`src/tte_pkg.sv`:
```
// Package for the tap tempo estimator: field widths, reset values,
// register and state codes, and the channel payload structs. No dependencies.
`timescale 1ns / 1ps

package tte_pkg;

  // Field widths of the channels.
  localparam int TAP_W        = 32;
  localparam int TEMPO_W      = 16;
  localparam int TAPS_HELD_W  = 4;
  localparam int VALID_IV_W   = 3;
  localparam int CFG_IDX_W    = 3;
  localparam int CFG_DATA_W   = 32;

  // Default window depth in taps (legal range 2 to 8).
  localparam int WINDOW_TAPS_DEF = 8;

  // Sixty seconds in microseconds times one hundred, for hundredths of a BPM.
  localparam int          NUMER_W             = 33;
  localparam logic [32:0] CENTI_BPM_NUMERATOR = 33'd6000000000;

  // Reset values.
  localparam logic [TEMPO_W-1:0] HELD_TEMPO_RST   = 16'd12000;
  localparam logic [TAP_W-1:0]   GAP_LIMIT_RST    = 32'd2000000;
  localparam logic [TAP_W-1:0]   MIN_INTERVAL_RST = 32'd100000;
  localparam logic [TAP_W-1:0]   MAX_INTERVAL_RST = 32'd2000000;
  localparam logic [TEMPO_W-1:0] TEMPO_FLOOR_RST  = 16'd2000;
  localparam logic [TEMPO_W-1:0] TEMPO_CEIL_RST   = 16'd30000;

  // Configuration register indexes.
  typedef enum logic [CFG_IDX_W-1:0] {
    CFG_GAP_LIMIT    = 3'd0,
    CFG_MIN_INTERVAL = 3'd1,
    CFG_MAX_INTERVAL = 3'd2,
    CFG_TEMPO_FLOOR  = 3'd3,
    CFG_TEMPO_CEIL   = 3'd4
  } cfg_reg_t;

  // Sequencer states.
  typedef enum logic [2:0] {
    ST_IDLE,
    ST_SUM,
    ST_LOAD,
    ST_DIV,
    ST_OUT
  } tte_state_t;

  typedef struct packed {
    logic [TAP_W-1:0] tap_time_us;
  } in_item_t;

  typedef struct packed {
    logic                   tempo_updated;
    logic [TEMPO_W-1:0]     tempo_centi_bpm;
    logic [TAPS_HELD_W-1:0] taps_held;
    logic [VALID_IV_W-1:0]  valid_intervals;
  } out_item_t;

  typedef struct packed {
    logic [CFG_IDX_W-1:0]  reg_index;
    logic [CFG_DATA_W-1:0] data;
  } cfg_write_t;

  // Current register contents.
  typedef struct packed {
    logic [TAP_W-1:0]   gap_limit_us;
    logic [TAP_W-1:0]   min_interval_us;
    logic [TAP_W-1:0]   max_interval_us;
    logic [TEMPO_W-1:0] tempo_floor_centi;
    logic [TEMPO_W-1:0] tempo_ceiling_centi;
  } cfg_t;

  // Sequencer commands to the interval line.
  typedef struct packed {
    logic start;  // clear accumulator and scan index
    logic push;   // shift a new interval in
    logic scan;   // rotate one place and accumulate the head
  } line_ctrl_t;

endpackage

```
`src/tte_chan_if.sv`:
```
// Valid/ready channel interface with a typed payload.
// Used for the tap, result and configuration channels; no dependencies.
`timescale 1ns / 1ps

interface tte_chan_if #(
  parameter type payload_t = logic
);
  logic     valid;
  logic     ready;
  payload_t payload;

  modport source (output valid, output payload, input ready);
  modport sink   (input valid, input payload, output ready);
endinterface

```
`src/tap_tempo_estimator_unit.sv`:
```
// Top level of the tap tempo estimator: sequencer, window bookkeeping and
// tempo clamp. Depends on tte_pkg, tte_chan_if, tte_cfg_regs,
// tte_interval_line and tte_divider.
//
// Usage: each transfer on in_ch is one tap with a free-running microsecond
// timestamp. Every tap yields exactly one result on out_ch: whether a new
// tempo was computed, the held tempo in hundredths of a BPM, the number of
// taps in the window and the number of intervals that were averaged.
// Registers are written on cfg_ch (index, data) and are always accepted;
// write them only while no tap is in flight.
// Sequence: after the accept edge the interval line is scanned, then a load
// state starts the restoring divider, which takes one quotient bit per cycle
// (33 + clog2(WINDOW_TAPS) bits) and then raises its done flag. The divider
// is skipped when no interval counts. in_ch is ready only in idle, so a new
// tap is taken only after the result of the last one has transferred; the
// divider bit loop is the longest part of that wait. A stalled receiver holds
// the result and keeps in_ch not ready.
// Reset (synchronous, active low) empties the window, restores the register
// defaults and sets the held tempo to 120.00 BPM.
`timescale 1ns / 1ps

module tap_tempo_estimator_unit
  import tte_pkg::*;
#(
  parameter int WINDOW_TAPS = WINDOW_TAPS_DEF
) (
  input  logic       clk,
  input  logic       rst_n,
  tte_chan_if.sink   in_ch,
  tte_chan_if.source out_ch,
  tte_chan_if.sink   cfg_ch
);

  localparam int CNT_W  = $clog2(WINDOW_TAPS);
  localparam int FILL_W = $clog2(WINDOW_TAPS + 1);
  localparam int SUM_W  = TAP_W + CNT_W;
  localparam int NUM_W  = NUMER_W + CNT_W;

  cfg_t             cfg;
  tte_state_t       state_r, state_nxt;
  line_ctrl_t       line_ctrl;
  logic             div_start;
  logic             div_done;
  logic [NUM_W-1:0] quotient;
  logic [NUM_W-1:0] dividend;
  logic [SUM_W-1:0] sum;
  logic [CNT_W-1:0] cnt;
  logic             scan_last;

  logic [FILL_W-1:0]  fill_r, fill_nxt, fill_base;
  logic [TAP_W-1:0]   prev_r;
  logic               seen_r;
  logic [TEMPO_W-1:0] held_tempo_r, tempo_clamped;
  logic               updated_r;
  logic [TAP_W-1:0]   gap;
  logic               clear_win;
  logic               in_xfer;
  logic [CNT_W-1:0]   held_iv;

  tte_cfg_regs u_cfg (
    .clk    (clk),
    .rst_n  (rst_n),
    .cfg_ch (cfg_ch),
    .cfg    (cfg)
  );

  // Window bookkeeping for the incoming tap.
  assign in_xfer   = in_ch.valid && in_ch.ready;
  assign gap       = in_ch.payload.tap_time_us - prev_r;
  assign clear_win = !seen_r || (gap > cfg.gap_limit_us);
  assign fill_base = clear_win ? '0 : fill_r;
  assign fill_nxt  = (fill_base >= FILL_W'(WINDOW_TAPS)) ? FILL_W'(WINDOW_TAPS)
                                                         : fill_base + FILL_W'(1);
  assign held_iv   = CNT_W'(fill_r - FILL_W'(1));

  tte_interval_line #(
    .WINDOW_TAPS (WINDOW_TAPS),
    .CNT_W       (CNT_W),
    .SUM_W       (SUM_W)
  ) u_line (
    .clk       (clk),
    .ctrl      (line_ctrl),
    .new_iv    (gap),
    .held      (held_iv),
    .min_iv    (cfg.min_interval_us),
    .max_iv    (cfg.max_interval_us),
    .sum       (sum),
    .cnt       (cnt),
    .scan_last (scan_last)
  );

  // Scaled count; the divider registers it at start.
  assign dividend = NUM_W'(CENTI_BPM_NUMERATOR) * NUM_W'(cnt);

  tte_divider #(
    .NUM_W (NUM_W),
    .DEN_W (SUM_W)
  ) u_div (
    .clk      (clk),
    .rst_n    (rst_n),
    .start    (div_start),
    .dividend (dividend),
    .divisor  (sum),
    .done     (div_done),
    .quotient (quotient)
  );

  // Clamp: the floor is tested first, then the ceiling.
  always_comb begin
    if (quotient < NUM_W'(cfg.tempo_floor_centi)) begin
      tempo_clamped = cfg.tempo_floor_centi;
    end else if (quotient > NUM_W'(cfg.tempo_ceiling_centi)) begin
      tempo_clamped = cfg.tempo_ceiling_centi;
    end else begin
      tempo_clamped = quotient[TEMPO_W-1:0];
    end
  end

  // Next state.
  always_comb begin
    state_nxt = state_r;
    case (state_r)
      ST_IDLE: begin
        if (in_ch.valid) state_nxt = ST_SUM;
      end
      ST_SUM: begin
        if (scan_last) state_nxt = ST_LOAD;
      end
      ST_LOAD: begin
        state_nxt = (cnt == '0) ? ST_OUT : ST_DIV;
      end
      ST_DIV: begin
        if (div_done) state_nxt = ST_OUT;
      end
      ST_OUT: begin
        if (out_ch.ready) state_nxt = ST_IDLE;
      end
      default: state_nxt = ST_IDLE;
    endcase
  end

  // Sequencer outputs.
  always_comb begin
    in_ch.ready     = 1'b0;
    out_ch.valid    = 1'b0;
    line_ctrl       = '0;
    div_start       = 1'b0;
    case (state_r)
      ST_IDLE: begin
        in_ch.ready     = 1'b1;
        line_ctrl.start = in_ch.valid;
        line_ctrl.push  = in_ch.valid && (fill_base != '0);
      end
      ST_SUM: begin
        line_ctrl.scan = 1'b1;
      end
      ST_LOAD: begin
        div_start = (cnt != '0);
      end
      ST_DIV: begin
      end
      ST_OUT: begin
        out_ch.valid = 1'b1;
      end
      default: begin
      end
    endcase
  end

  // Control and window state.
  always_ff @(posedge clk) begin
    if (!rst_n) begin
      state_r      <= ST_IDLE;
      fill_r       <= '0;
      prev_r       <= '0;
      seen_r       <= 1'b0;
      held_tempo_r <= HELD_TEMPO_RST;
      updated_r    <= 1'b0;
    end else begin
      state_r <= state_nxt;
      if (in_xfer) begin
        fill_r    <= fill_nxt;
        prev_r    <= in_ch.payload.tap_time_us;
        seen_r    <= 1'b1;
        updated_r <= 1'b0;
      end
      if (state_r == ST_DIV && div_done) begin
        held_tempo_r <= tempo_clamped;
        updated_r    <= 1'b1;
      end
    end
  end

  // Result payload comes straight from registers.
  assign out_ch.payload.tempo_updated   = updated_r;
  assign out_ch.payload.tempo_centi_bpm = held_tempo_r;
  assign out_ch.payload.taps_held       = TAPS_HELD_W'(fill_r);
  assign out_ch.payload.valid_intervals = updated_r ? VALID_IV_W'(cnt) : '0;

endmodule

```
`src/tte_cfg_regs.sv`:
```
// Configuration register file of the tap tempo estimator.
// Depends on tte_pkg and tte_chan_if.
`timescale 1ns / 1ps

module tte_cfg_regs
  import tte_pkg::*;
(
  input  logic        clk,
  input  logic        rst_n,
  tte_chan_if.sink    cfg_ch,
  output cfg_t        cfg
);

  cfg_t cfg_r, cfg_nxt;

  // Writes are always taken; unknown indexes are dropped.
  assign cfg_ch.ready = 1'b1;

  always_comb begin
    cfg_nxt = cfg_r;
    if (cfg_ch.valid) begin
      case (cfg_reg_t'(cfg_ch.payload.reg_index))
        CFG_GAP_LIMIT:    cfg_nxt.gap_limit_us        = cfg_ch.payload.data;
        CFG_MIN_INTERVAL: cfg_nxt.min_interval_us     = cfg_ch.payload.data;
        CFG_MAX_INTERVAL: cfg_nxt.max_interval_us     = cfg_ch.payload.data;
        CFG_TEMPO_FLOOR:  cfg_nxt.tempo_floor_centi   = cfg_ch.payload.data[TEMPO_W-1:0];
        CFG_TEMPO_CEIL:   cfg_nxt.tempo_ceiling_centi = cfg_ch.payload.data[TEMPO_W-1:0];
        default:          cfg_nxt = cfg_r;
      endcase
    end
  end

  always_ff @(posedge clk) begin
    if (!rst_n) begin
      cfg_r.gap_limit_us        <= GAP_LIMIT_RST;
      cfg_r.min_interval_us     <= MIN_INTERVAL_RST;
      cfg_r.max_interval_us     <= MAX_INTERVAL_RST;
      cfg_r.tempo_floor_centi   <= TEMPO_FLOOR_RST;
      cfg_r.tempo_ceiling_centi <= TEMPO_CEIL_RST;
    end else begin
      cfg_r <= cfg_nxt;
    end
  end

  assign cfg = cfg_r;

endmodule

```
`src/tte_interval_line.sv`:
```
// Shift line of tap intervals with a rotating scan that sums the in-bounds ones.
// Depends on tte_pkg.
`timescale 1ns / 1ps

module tte_interval_line
  import tte_pkg::*;
#(
  parameter int WINDOW_TAPS = WINDOW_TAPS_DEF,
  parameter int CNT_W       = $clog2(WINDOW_TAPS),
  parameter int SUM_W       = TAP_W + CNT_W
) (
  input  logic             clk,
  input  line_ctrl_t       ctrl,
  input  logic [TAP_W-1:0] new_iv,
  input  logic [CNT_W-1:0] held,
  input  logic [TAP_W-1:0] min_iv,
  input  logic [TAP_W-1:0] max_iv,
  output logic [SUM_W-1:0] sum,
  output logic [CNT_W-1:0] cnt,
  output logic             scan_last
);

  localparam int            DEPTH    = WINDOW_TAPS - 1;
  localparam logic [CNT_W-1:0] LAST_IDX = CNT_W'(WINDOW_TAPS - 2);

  // Newest interval sits at entry 0. Contents need no reset: only the
  // entries below the held count are ever summed.
  logic [TAP_W-1:0] line_r [DEPTH];
  logic [SUM_W-1:0] sum_r;
  logic [CNT_W-1:0] cnt_r;
  logic [CNT_W-1:0] idx_r;
  logic             take;

  // The head holds original entry idx_r after idx_r rotations.
  assign take = (idx_r < held) && (line_r[0] > min_iv) && (line_r[0] < max_iv);
  assign scan_last = (idx_r == LAST_IDX);

  // Storage: push shifts toward the old end, scan rotates toward the head.
  always_ff @(posedge clk) begin
    if (ctrl.push) begin
      line_r[0] <= new_iv;
      for (int j = 1; j < DEPTH; j++) begin
        line_r[j] <= line_r[j-1];
      end
    end else if (ctrl.scan) begin
      line_r[DEPTH-1] <= line_r[0];
      for (int j = 0; j < DEPTH - 1; j++) begin
        line_r[j] <= line_r[j+1];
      end
    end
  end

  // Accumulator with the shared add and bounds compare.
  always_ff @(posedge clk) begin
    if (ctrl.start) begin
      sum_r <= '0;
      cnt_r <= '0;
      idx_r <= '0;
    end else if (ctrl.scan) begin
      if (take) begin
        sum_r <= sum_r + SUM_W'(line_r[0]);
        cnt_r <= cnt_r + CNT_W'(1);
      end
      idx_r <= idx_r + CNT_W'(1);
    end
  end

  assign sum = sum_r;
  assign cnt = cnt_r;

endmodule

```
`src/tte_divider.sv`:
```
// Restoring divider, one quotient bit per cycle.
// Depends on tte_pkg.
`timescale 1ns / 1ps

module tte_divider
  import tte_pkg::*;
#(
  parameter int NUM_W = NUMER_W + 3,
  parameter int DEN_W = TAP_W + 3
) (
  input  logic             clk,
  input  logic             rst_n,
  input  logic             start,
  input  logic [NUM_W-1:0] dividend,
  input  logic [DEN_W-1:0] divisor,
  output logic             done,
  output logic [NUM_W-1:0] quotient
);

  localparam int STEP_W = $clog2(NUM_W + 1);

  logic [NUM_W-1:0]  dvd_r;    // dividend bits shift out, quotient bits in
  logic [DEN_W-1:0]  rem_r;
  logic [DEN_W-1:0]  den_r;
  logic [STEP_W-1:0] steps_r;
  logic              busy_r;
  logic              done_r;
  logic [DEN_W:0]    trial;
  logic [DEN_W:0]    diff;
  logic              fits;

  // Shift in the next dividend bit and try one subtract.
  assign trial = {rem_r, dvd_r[NUM_W-1]};
  assign diff  = trial - {1'b0, den_r};
  assign fits  = (trial >= {1'b0, den_r});

  always_ff @(posedge clk) begin
    if (!rst_n) begin
      busy_r  <= 1'b0;
      done_r  <= 1'b0;
      steps_r <= '0;
    end else begin
      done_r <= 1'b0;
      if (start) begin
        busy_r  <= 1'b1;
        steps_r <= STEP_W'(NUM_W);
      end else if (busy_r) begin
        steps_r <= steps_r - STEP_W'(1);
        if (steps_r == STEP_W'(1)) begin
          busy_r <= 1'b0;
          done_r <= 1'b1;
        end
      end
    end
  end

  // Datapath registers need no reset.
  always_ff @(posedge clk) begin
    if (start) begin
      dvd_r <= dividend;
      den_r <= divisor;
      rem_r <= '0;
    end else if (busy_r) begin
      dvd_r <= {dvd_r[NUM_W-2:0], fits};
      rem_r <= fits ? diff[DEN_W-1:0] : trial[DEN_W-1:0];
    end
  end

  assign done     = done_r;
  assign quotient = dvd_r;

endmodule

```
`src/flat_wrapper.sv`:
```
// flat-port wrapper written by rule: the top's interface ports become plain ports
module tap_tempo_estimator_unit_flat import tte_pkg::*;
#(
  parameter int WINDOW_TAPS = WINDOW_TAPS_DEF
)
  (clk, rst_n, in_ch_valid, in_ch_payload, in_ch_ready, out_ch_valid, out_ch_payload, out_ch_ready, cfg_ch_valid, cfg_ch_payload, cfg_ch_ready);
  tte_chan_if #(.payload_t(in_item_t)) in_ch_i ();
  tte_chan_if #(.payload_t(out_item_t)) out_ch_i ();
  tte_chan_if #(.payload_t(cfg_write_t)) cfg_ch_i ();
  input  logic clk;
  input  logic rst_n;
  input wire logic [$bits(in_ch_i.valid)-1:0] in_ch_valid;
  input wire logic [$bits(in_ch_i.payload)-1:0] in_ch_payload;
  output wire logic [$bits(in_ch_i.ready)-1:0] in_ch_ready;
  output wire logic [$bits(out_ch_i.valid)-1:0] out_ch_valid;
  output wire logic [$bits(out_ch_i.payload)-1:0] out_ch_payload;
  input wire logic [$bits(out_ch_i.ready)-1:0] out_ch_ready;
  input wire logic [$bits(cfg_ch_i.valid)-1:0] cfg_ch_valid;
  input wire logic [$bits(cfg_ch_i.payload)-1:0] cfg_ch_payload;
  output wire logic [$bits(cfg_ch_i.ready)-1:0] cfg_ch_ready;
  assign in_ch_i.valid = in_ch_valid;
  assign in_ch_i.payload = in_ch_payload;
  assign in_ch_ready = in_ch_i.ready;
  assign out_ch_valid = out_ch_i.valid;
  assign out_ch_payload = out_ch_i.payload;
  assign out_ch_i.ready = out_ch_ready;
  assign cfg_ch_i.valid = cfg_ch_valid;
  assign cfg_ch_i.payload = cfg_ch_payload;
  assign cfg_ch_ready = cfg_ch_i.ready;
  tap_tempo_estimator_unit #(.WINDOW_TAPS(WINDOW_TAPS)) u_core (.clk(clk), .rst_n(rst_n), .in_ch(in_ch_i), .out_ch(out_ch_i), .cfg_ch(cfg_ch_i));
endmodule
```
`config.mk`:
```
export PLATFORM = sky130hd
export DESIGN_NAME = tap_tempo_estimator_unit_flat
export DESIGN_NICKNAME = d
export VERILOG_FILES = /design/src/tte_pkg.sv /design/src/tte_chan_if.sv /design/src/tap_tempo_estimator_unit.sv /design/src/tte_cfg_regs.sv /design/src/tte_interval_line.sv /design/src/tte_divider.sv /design/src/flat_wrapper.sv
export SDC_FILE = /design/constraint.sdc
export NUM_CORES = 1
export LEC_CHECK = 0
export ABC_AREA = 1
export BUFFER_PORTS_ARGS = -buffer_cell sky130_fd_sc_hd__clkbuf_2
export CORE_UTILIZATION = 65
export DETAILED_ROUTE_END_ITERATION = 10
export GPL_TIMING_DRIVEN = 0
export MAX_ROUTING_LAYER = met4
export PLACE_DENSITY = 0.83
export SYNTH_ARGS = -nofsm -noshare
export SYNTH_HDL_FRONTEND = slang
export SYNTH_SLANG_ARGS = --single-unit
```
`constraint.sdc`:
```
create_clock -name clk -period 13.2 [get_ports clk]
set_clock_uncertainty 0.05 [all_clocks]
set_input_delay 0.66 -clock clk [delete_from_list [all_inputs] [get_ports clk]]
set_output_delay 0.66 -clock clk [all_outputs]
set_load 0.01 [all_outputs]
```
==> reports/metrics.csv, run 1 <==
metric;value;unit
status;finished, final reports clean;
yosysSeqAreaShare;44.2;%
grt_antenna_before_repair;3;
rows;80;
min-delay-start;in_ch_payload[0];
synth_area_leaders;edfxtp_1, dfxtp_1, nand2_1;
die_h;224;microns
via_count;28407;
cts_resized;0;
grt_remaining_overflow;0;
grt_pass1_vias;27264;
vias_per_cell;5.84;
fin_nets;4486;
drcViolationCount;0;
leakagePower;15.5;nW
core-area;48100;sq um
cts_buffers;59;
place.gp.congestion;1.01;
vdd_ir_drop_max;0.000193;V
arrival;6080;ps
ys_seq_elements;564;
clock_path_buffers;3;
top_layer;met4;
start_util;66.4;%
critPathCapture;u_core.u_line.line_r[0][212]$_DFFE_PP_;
cts.root.buffer_cell;clkbuf_16;
rsz0062_at_grt;no;
hold_viol_final;0;
drv_cap;0;
r2r_slack;7390;ps
cts_tree;yes;
wl_per_cell;19.1;microns
path_common_cell;nand2_1;
fmax;172;MHz
crit_type;register to register;
slowest_stage;nand2_4;
tns;0;ps
critPathMaxFanout;68;
dr.pass1.iters;9;
ios;99;
yosysTopAreaCellShare;26.8;%
hpwl;68800;microns
synth-edff-count;285;
port_buffers;97;
n_antenna_cell;0;
clk_pin_slew_worst_paths;60;ps
drive_gt1_share;6.37;%
r2r_cells;31;
end_kind;register;
post_cts_buffers;0;
grt_usage;38.3;%
min_period;5810;ps
fillers;3787;
ant_nets;0;
stdcell_area;35300;sq um
grt_max_degree;69;
timing.final.max_slew_violations;0;
worst_slew_pin_slew;996;ps
met1Wirelength;37000;microns
cp-start-kind;register;
yosysWarnings;0;
synthArstFlopShare;0;%
wirelength;92800;microns
final_common_cell;nand2_1;
yosys.area.top_type;edfxtp_1;
grt_pass1_wl;145000;microns
area_growth;10.5;%
final_cell_mix;nand2_1, inv_1, a21oi_1;
max-slew-margin-rel;33.6;%
die_area;50100;sq um
min_path_type;input port to register;
cellPowerDensity;220;nW/um^2
cts.sinks;564;
crit_required;13460;ps
reg2reg_to;u_core.u_line.line_r[0][212]$_DFFE_PP_;
avgSynthCellArea;8.00;sq um
cts_hold_buf;0;
wl_met2;42700;microns
cpPeakStageDelay;490;ps
setup_viol;0;
syn-num-nets;4324;
syn_inst;3998;
syn-cell-area;32000;sq um
fp.dieW;224;microns
fin_crit_sh;44.0;%
htreeDepth;2;
wl_met3;7950;microns
synth_cell_types;58;
placed_area;33400;sq um
synthFlopType;edfxtp_1;
drt-initial-drc-count;2951;
startpoint;u_core.prev_r[0]$_SDFFE_PN0P_;
insertion_delay;650;ps
r2r-start;u_core.prev_r[0]$_SDFFE_PN0P_;
==> stage by stage <==
step / hold WS, ps / cells / power (mW) / utilization (%) / setup WS, ps
floorplan: 381 / 3998 / 5.01 / - / 4140
global placement: 395 / 4751 / 5.95 / 69.1 / 1490
detailed placement: 401 / 4755 / 5.98 / 69.4 / 7010
CTS: 196 / 4865 / 7.68 / 73.4 / 7490
global route: 218 / 4865 / 8.22 / 73.4 / 6970
finish: 217 / 4865 / 7.76 / 73.4 / 7390
==> power by group <==
group	leakage (nW)	switching (mW)	total [mW]	internal, mW
sequential	4.96	0.460	3.04	2.58
combinational	9.64	2.03	3.03	0.996
clock	0.937	0.733	1.69	0.954
==> routing by layer <==
layer | track usage, % | vias to the layer above
met4 | 18.0 | 0
met3 | 5.38 | 312
met1 | 47.9 | 13143
met5 | - | -
met2 | 61.5 | 1271
li1 | - | 13681
==> area by class of cell <==
class | count | area (sq um) | area share, %
well taps | 656 | 821 | 2.32
clock inverters | 37 | 380 | 1.08
plain buffers | 146 | 696 | 1.97
flip-flops and latches | 564 | 14100 | 40.0
multi-input cells | 2794 | 15300 | 43.3
clock buffers | 73 | 1550 | 4.39
inverters | 494 | 1850 | 5.25
repair buffers | 101 | 588 | 1.66
==> synthesized netlist by cell type (all sizes together) (2+ instances only) <==
| cell | n |
|---|---|
| a211oi | 6 |
| a21boi | 5 |
| a21o | 18 |
| a21oi | 402 |
| a22o | 5 |
| a31oi | 10 |
| and2 | 4 |
| and3 | 2 |
| buf | 37 |
| clkbuf | 109 |
| dfxtp | 279 |
| edfxtp | 285 |
| fa | 8 |
| ha | 246 |
| inv | 494 |
| nand2 | 1032 |
| nand3 | 153 |
| nand3b | 11 |
| nand4 | 31 |
| nor2 | 211 |
| nor3 | 41 |
| nor4 | 6 |
| o211ai | 34 |
| o21a | 13 |
| o21ai | 426 |
| o21bai | 17 |
| o22ai | 17 |
| or2 | 3 |
| xnor2 | 31 |
| xor2 | 54 |
==> worst max-delay path: cells and delay by family, from the launching register on <==
kind	cells	cell delay [ps]
AOI/OAI and AO/OA	3	590
buffers and inverters	5	910
and+or+nand+nor	19	2700
adders and majority gates	4	840
DFF	1	310
==> how the worst min path moves through the flow <==
stage,end,slack (ps),depth (start not counted)
final,u_core.prev_r[0]$_SDFFE_PN0P_,220,3
after global routing,u_core.prev_r[0]$_SDFFE_PN0P_,220,3
after CTS,u_core.prev_r[0]$_SDFFE_PN0P_,200,3
after detailed placement,u_core.prev_r[25]$_SDFFE_PN0P_,400,2
after global placement,u_core.prev_r[17]$_SDFFE_PN0P_,390,2
after floorplan,u_core.u_div.den_r[21]$_DFFE_PP_,380,0
==> state kept, by name, indices dropped and copies added (netlist names), 6 cells and up <==
register               cells
u_core.held_tempo_r       16
u_core.prev_r             32
u_core.u_cfg.cfg         128
u_core.u_div.den_r        35
u_core.u_div.quotient     36
u_core.u_div.rem_r        35
u_core.u_div.steps_r       6
u_core.u_line.line_r     224
u_core.u_line.sum         35
==> kinds of logic (layout without fill, tap and decap cells) <==
| kind of cell | Yosys count | count (layout) | share of synthesized area [%] |
|---|---|---|---|
| AND/OR/NAND/NOR | 1496 | 1496 | 19.3 |
| AO/OA/AOI/OAI | 958 | 958 | 16.0 |
| buffers and inverters | 640 | 851 | 7.97 |
| flip-flops | 564 | 564 | 44.2 |
| adder cells (fa/ha/maj) | 254 | 254 | 10.1 |
| XOR/XNOR | 85 | 85 | 2.33 |
| other | 1 | 1 | 0.0117 |
No activity file was read; power rests on OpenSTA's default activity.
==> inputs of run 2 (changes only) <==
--- a/config.mk
+++ b/config.mk
@@ -7,11 +7,11 @@
 export LEC_CHECK = 0
 export ABC_AREA = 1
 export BUFFER_PORTS_ARGS = -buffer_cell sky130_fd_sc_hd__clkbuf_2
-export CORE_UTILIZATION = 65
+export CORE_UTILIZATION = 63
 export DETAILED_ROUTE_END_ITERATION = 10
 export GPL_TIMING_DRIVEN = 0
 export MAX_ROUTING_LAYER = met4
-export PLACE_DENSITY = 0.83
+export PLACE_DENSITY = 0.81
 export SYNTH_ARGS = -nofsm -noshare
 export SYNTH_HDL_FRONTEND = slang
 export SYNTH_SLANG_ARGS = --single-unit
==> constraint.sdc (replaced) <==
create_clock -name clk -period 5.95 [get_ports clk]
set_clock_uncertainty 0.05 [all_clocks]
set_input_delay 0.2975 -clock clk [delete_from_list [all_inputs] [get_ports clk]]
set_output_delay 0.2975 -clock clk [all_outputs]
set_load 0.01 [all_outputs]
==> run 2 against run 1 <==
Compared with the run above:
- first-iteration DRC count is 6.7% lower
- final cell count is 1.5% higher
- sequential power is 120% higher
- final area is 1.6% higher
- core utilization is 1.7 points lower
- sequential share of layout area is 0.62 points lower
- clock-buffer cell count is 11 higher
==> reports/metrics.csv, run 2 (same netlist as run 1, synthesis figures left out) <==
metric;value;unit
fp.dieW;227;microns
critPathMaxFanout;100;
fin_nets;4541;
hold_viol_final;0;
cts_buffers;59;
insertion_delay;640;ps
wirelength;94700;microns
grt_usage;37.7;%
drive_gt1_share;6.31;%
die_area;51700;sq um
cts.root.buffer_cell;clkbuf_16;
regMostFlops;u_core.u_line.line_r;
drv_cap;0;
post_cts_buffers;0;
worst_slew_pin_slew;1460;ps
clock_path_buffers;3;
cts.sinks;564;
clk_pin_slew_worst_paths;60;ps
grt_max_degree;126;
final_cell_mix;nand2_1, inv_1, a21oi_1;
finalPower;17.2;mW
timing.final.max_slew_violations;0;
largest_reg_flops;224;
min_path_type;input port to register;
ant_nets;0;
slowest_stage;dlygate4sd3_1;
cp-start-kind;input port;
stdcell_area;35900;sq um
cts_tree;yes;
leakagePower;15.8;nW
grt_antenna_before_repair;3;
hpwl;69200;microns
fin_util;71.7;%
core-area;50100;sq um
fmax;179;MHz
min_period;5600;ps
fin_ws;350;ps
arrival;5830;ps
wl_per_cell;19.2;microns
rows;82;
crit_type;input port to register;
drcViolationCount;0;
path_common_cell;nand2_1;
dp_slack;-49.8;ps
vias_per_cell;5.80;
grt_pass1_wl;145000;microns
end_kind;register;
fin_crit_sh;94.1;%
dr.pass1.iters;7;
max-slew-margin-rel;2.57;%
htreeDepth;2;
start_util;63.9;%
crit_required;6180;ps
ios;99;
grt_pass1_vias;27150;
cpPeakStageDelay;530;ps
status;finished, final reports clean;
cellPowerDensity;478;nW/um^2
port_buffers;97;
area_growth;12.2;%
via_count;28633;
setup_viol;0;
drt-initial-drc-count;2752;
die_h;227;microns
final_common_cell;nand2_1;
grt_remaining_overflow;0;
place.gp.congestion;1.03;
vdd_ir_drop_max;0.000475;V
placed_area;33400;sq um
-- run 2: cell count changes in the layout (fill, tap and decap cells not counted), sizes merged --
cell / before / now
buf: 41 / 39
clkbuf: 279 / 290
bufinv: 6 / 2
nand2: 1032 / 1035
dlygate4sd3: 0 / 54
clkinvlp: 4 / 2
diode: 0 / 4
clkinv: 23 / 21
inv: 498 / 495
-- run 2: cell type report --
type / instances / area (sq um)
sequential: 564 / 14100
buffer: 146 / 696
inverter: 494 / 1850
fill: 3998 / 14200
clock inverter: 26 / 230
tap: 672 / 841
timing repair buffer: 153 / 1070
antenna: 4 / 10.0
multi-input combinational: 2797 / 15400
clock buffer: 84 / 1680
-- run 2: stage by stage --
step	instances	setup TNS, ps	hold WS [ps]
after global placement	4767	-187570	394
after CTS	4933	0	1.84
after floorplan	3998	0	374
after global routing	4940	-24.4	2.52
final	4940	0	17.9
after detailed placement	4769	-4470	401
-- run 2: report_power, final --
group / switching [mW] / leakage (nW) / internal [mW]
Combinational: 4.55 / 9.87 / 2.20
Sequential: 1.01 / 4.96 / 5.72
Clock: 1.61 / 0.933 / 2.06
-- run 2: critical path: cells and delay by family --
kind                       cells  cell delay (ps)
xor gates and xnor gates       1              310
AOI/OAI and AO/OA              6             1060
and+or+nand+nor               14             1760
buffers and inverters          6             1200
adders and majority gates      4             1030
-- run 2: path summary, 6_finish.rpt --
kind,startpoint,endpoint,slack (ps),depth (start not counted)
worst min register to register,u_core.prev_r[22]$_SDFFE_PN0P_,u_core.prev_r[22]$_SDFFE_PN0P_,410,2
worst max register to register,u_core.prev_r[2]$_SDFFE_PN0P_,u_core.u_line.line_r[0][164]$_DFFE_PP_,360,27
worst max-delay path,in_ch_payload[0],u_core.u_line.line_r[0][164]$_DFFE_PP_,350,31
worst min-delay path,cfg_ch_payload[9],u_core.u_cfg.cfg[25]$_SDFFE_PN1P_,20,3
-- run 2: timing repair --
| action | 4_1_cts | 5_1_grt |
|---|---|---|
| endpoints found under the hold margin | 82 | 0 |
| gates resized for setup | 0 | 2 |
| hold buffers | 54 | 0 |
| setup endpoints to repair | 0 | 100 |
-- run 2: layer usage --
layer | GRT usage [%] | vias to the layer above | share of wire (%)
met3 | 6.05 | 302 | 8.7
met1 | 46.9 | 13214 | 40
li1 | - | 13795 | -
met5 | - | - | 0
met4 | 19.0 | 0 | 5.3
met2 | 59.5 | 1322 | 46
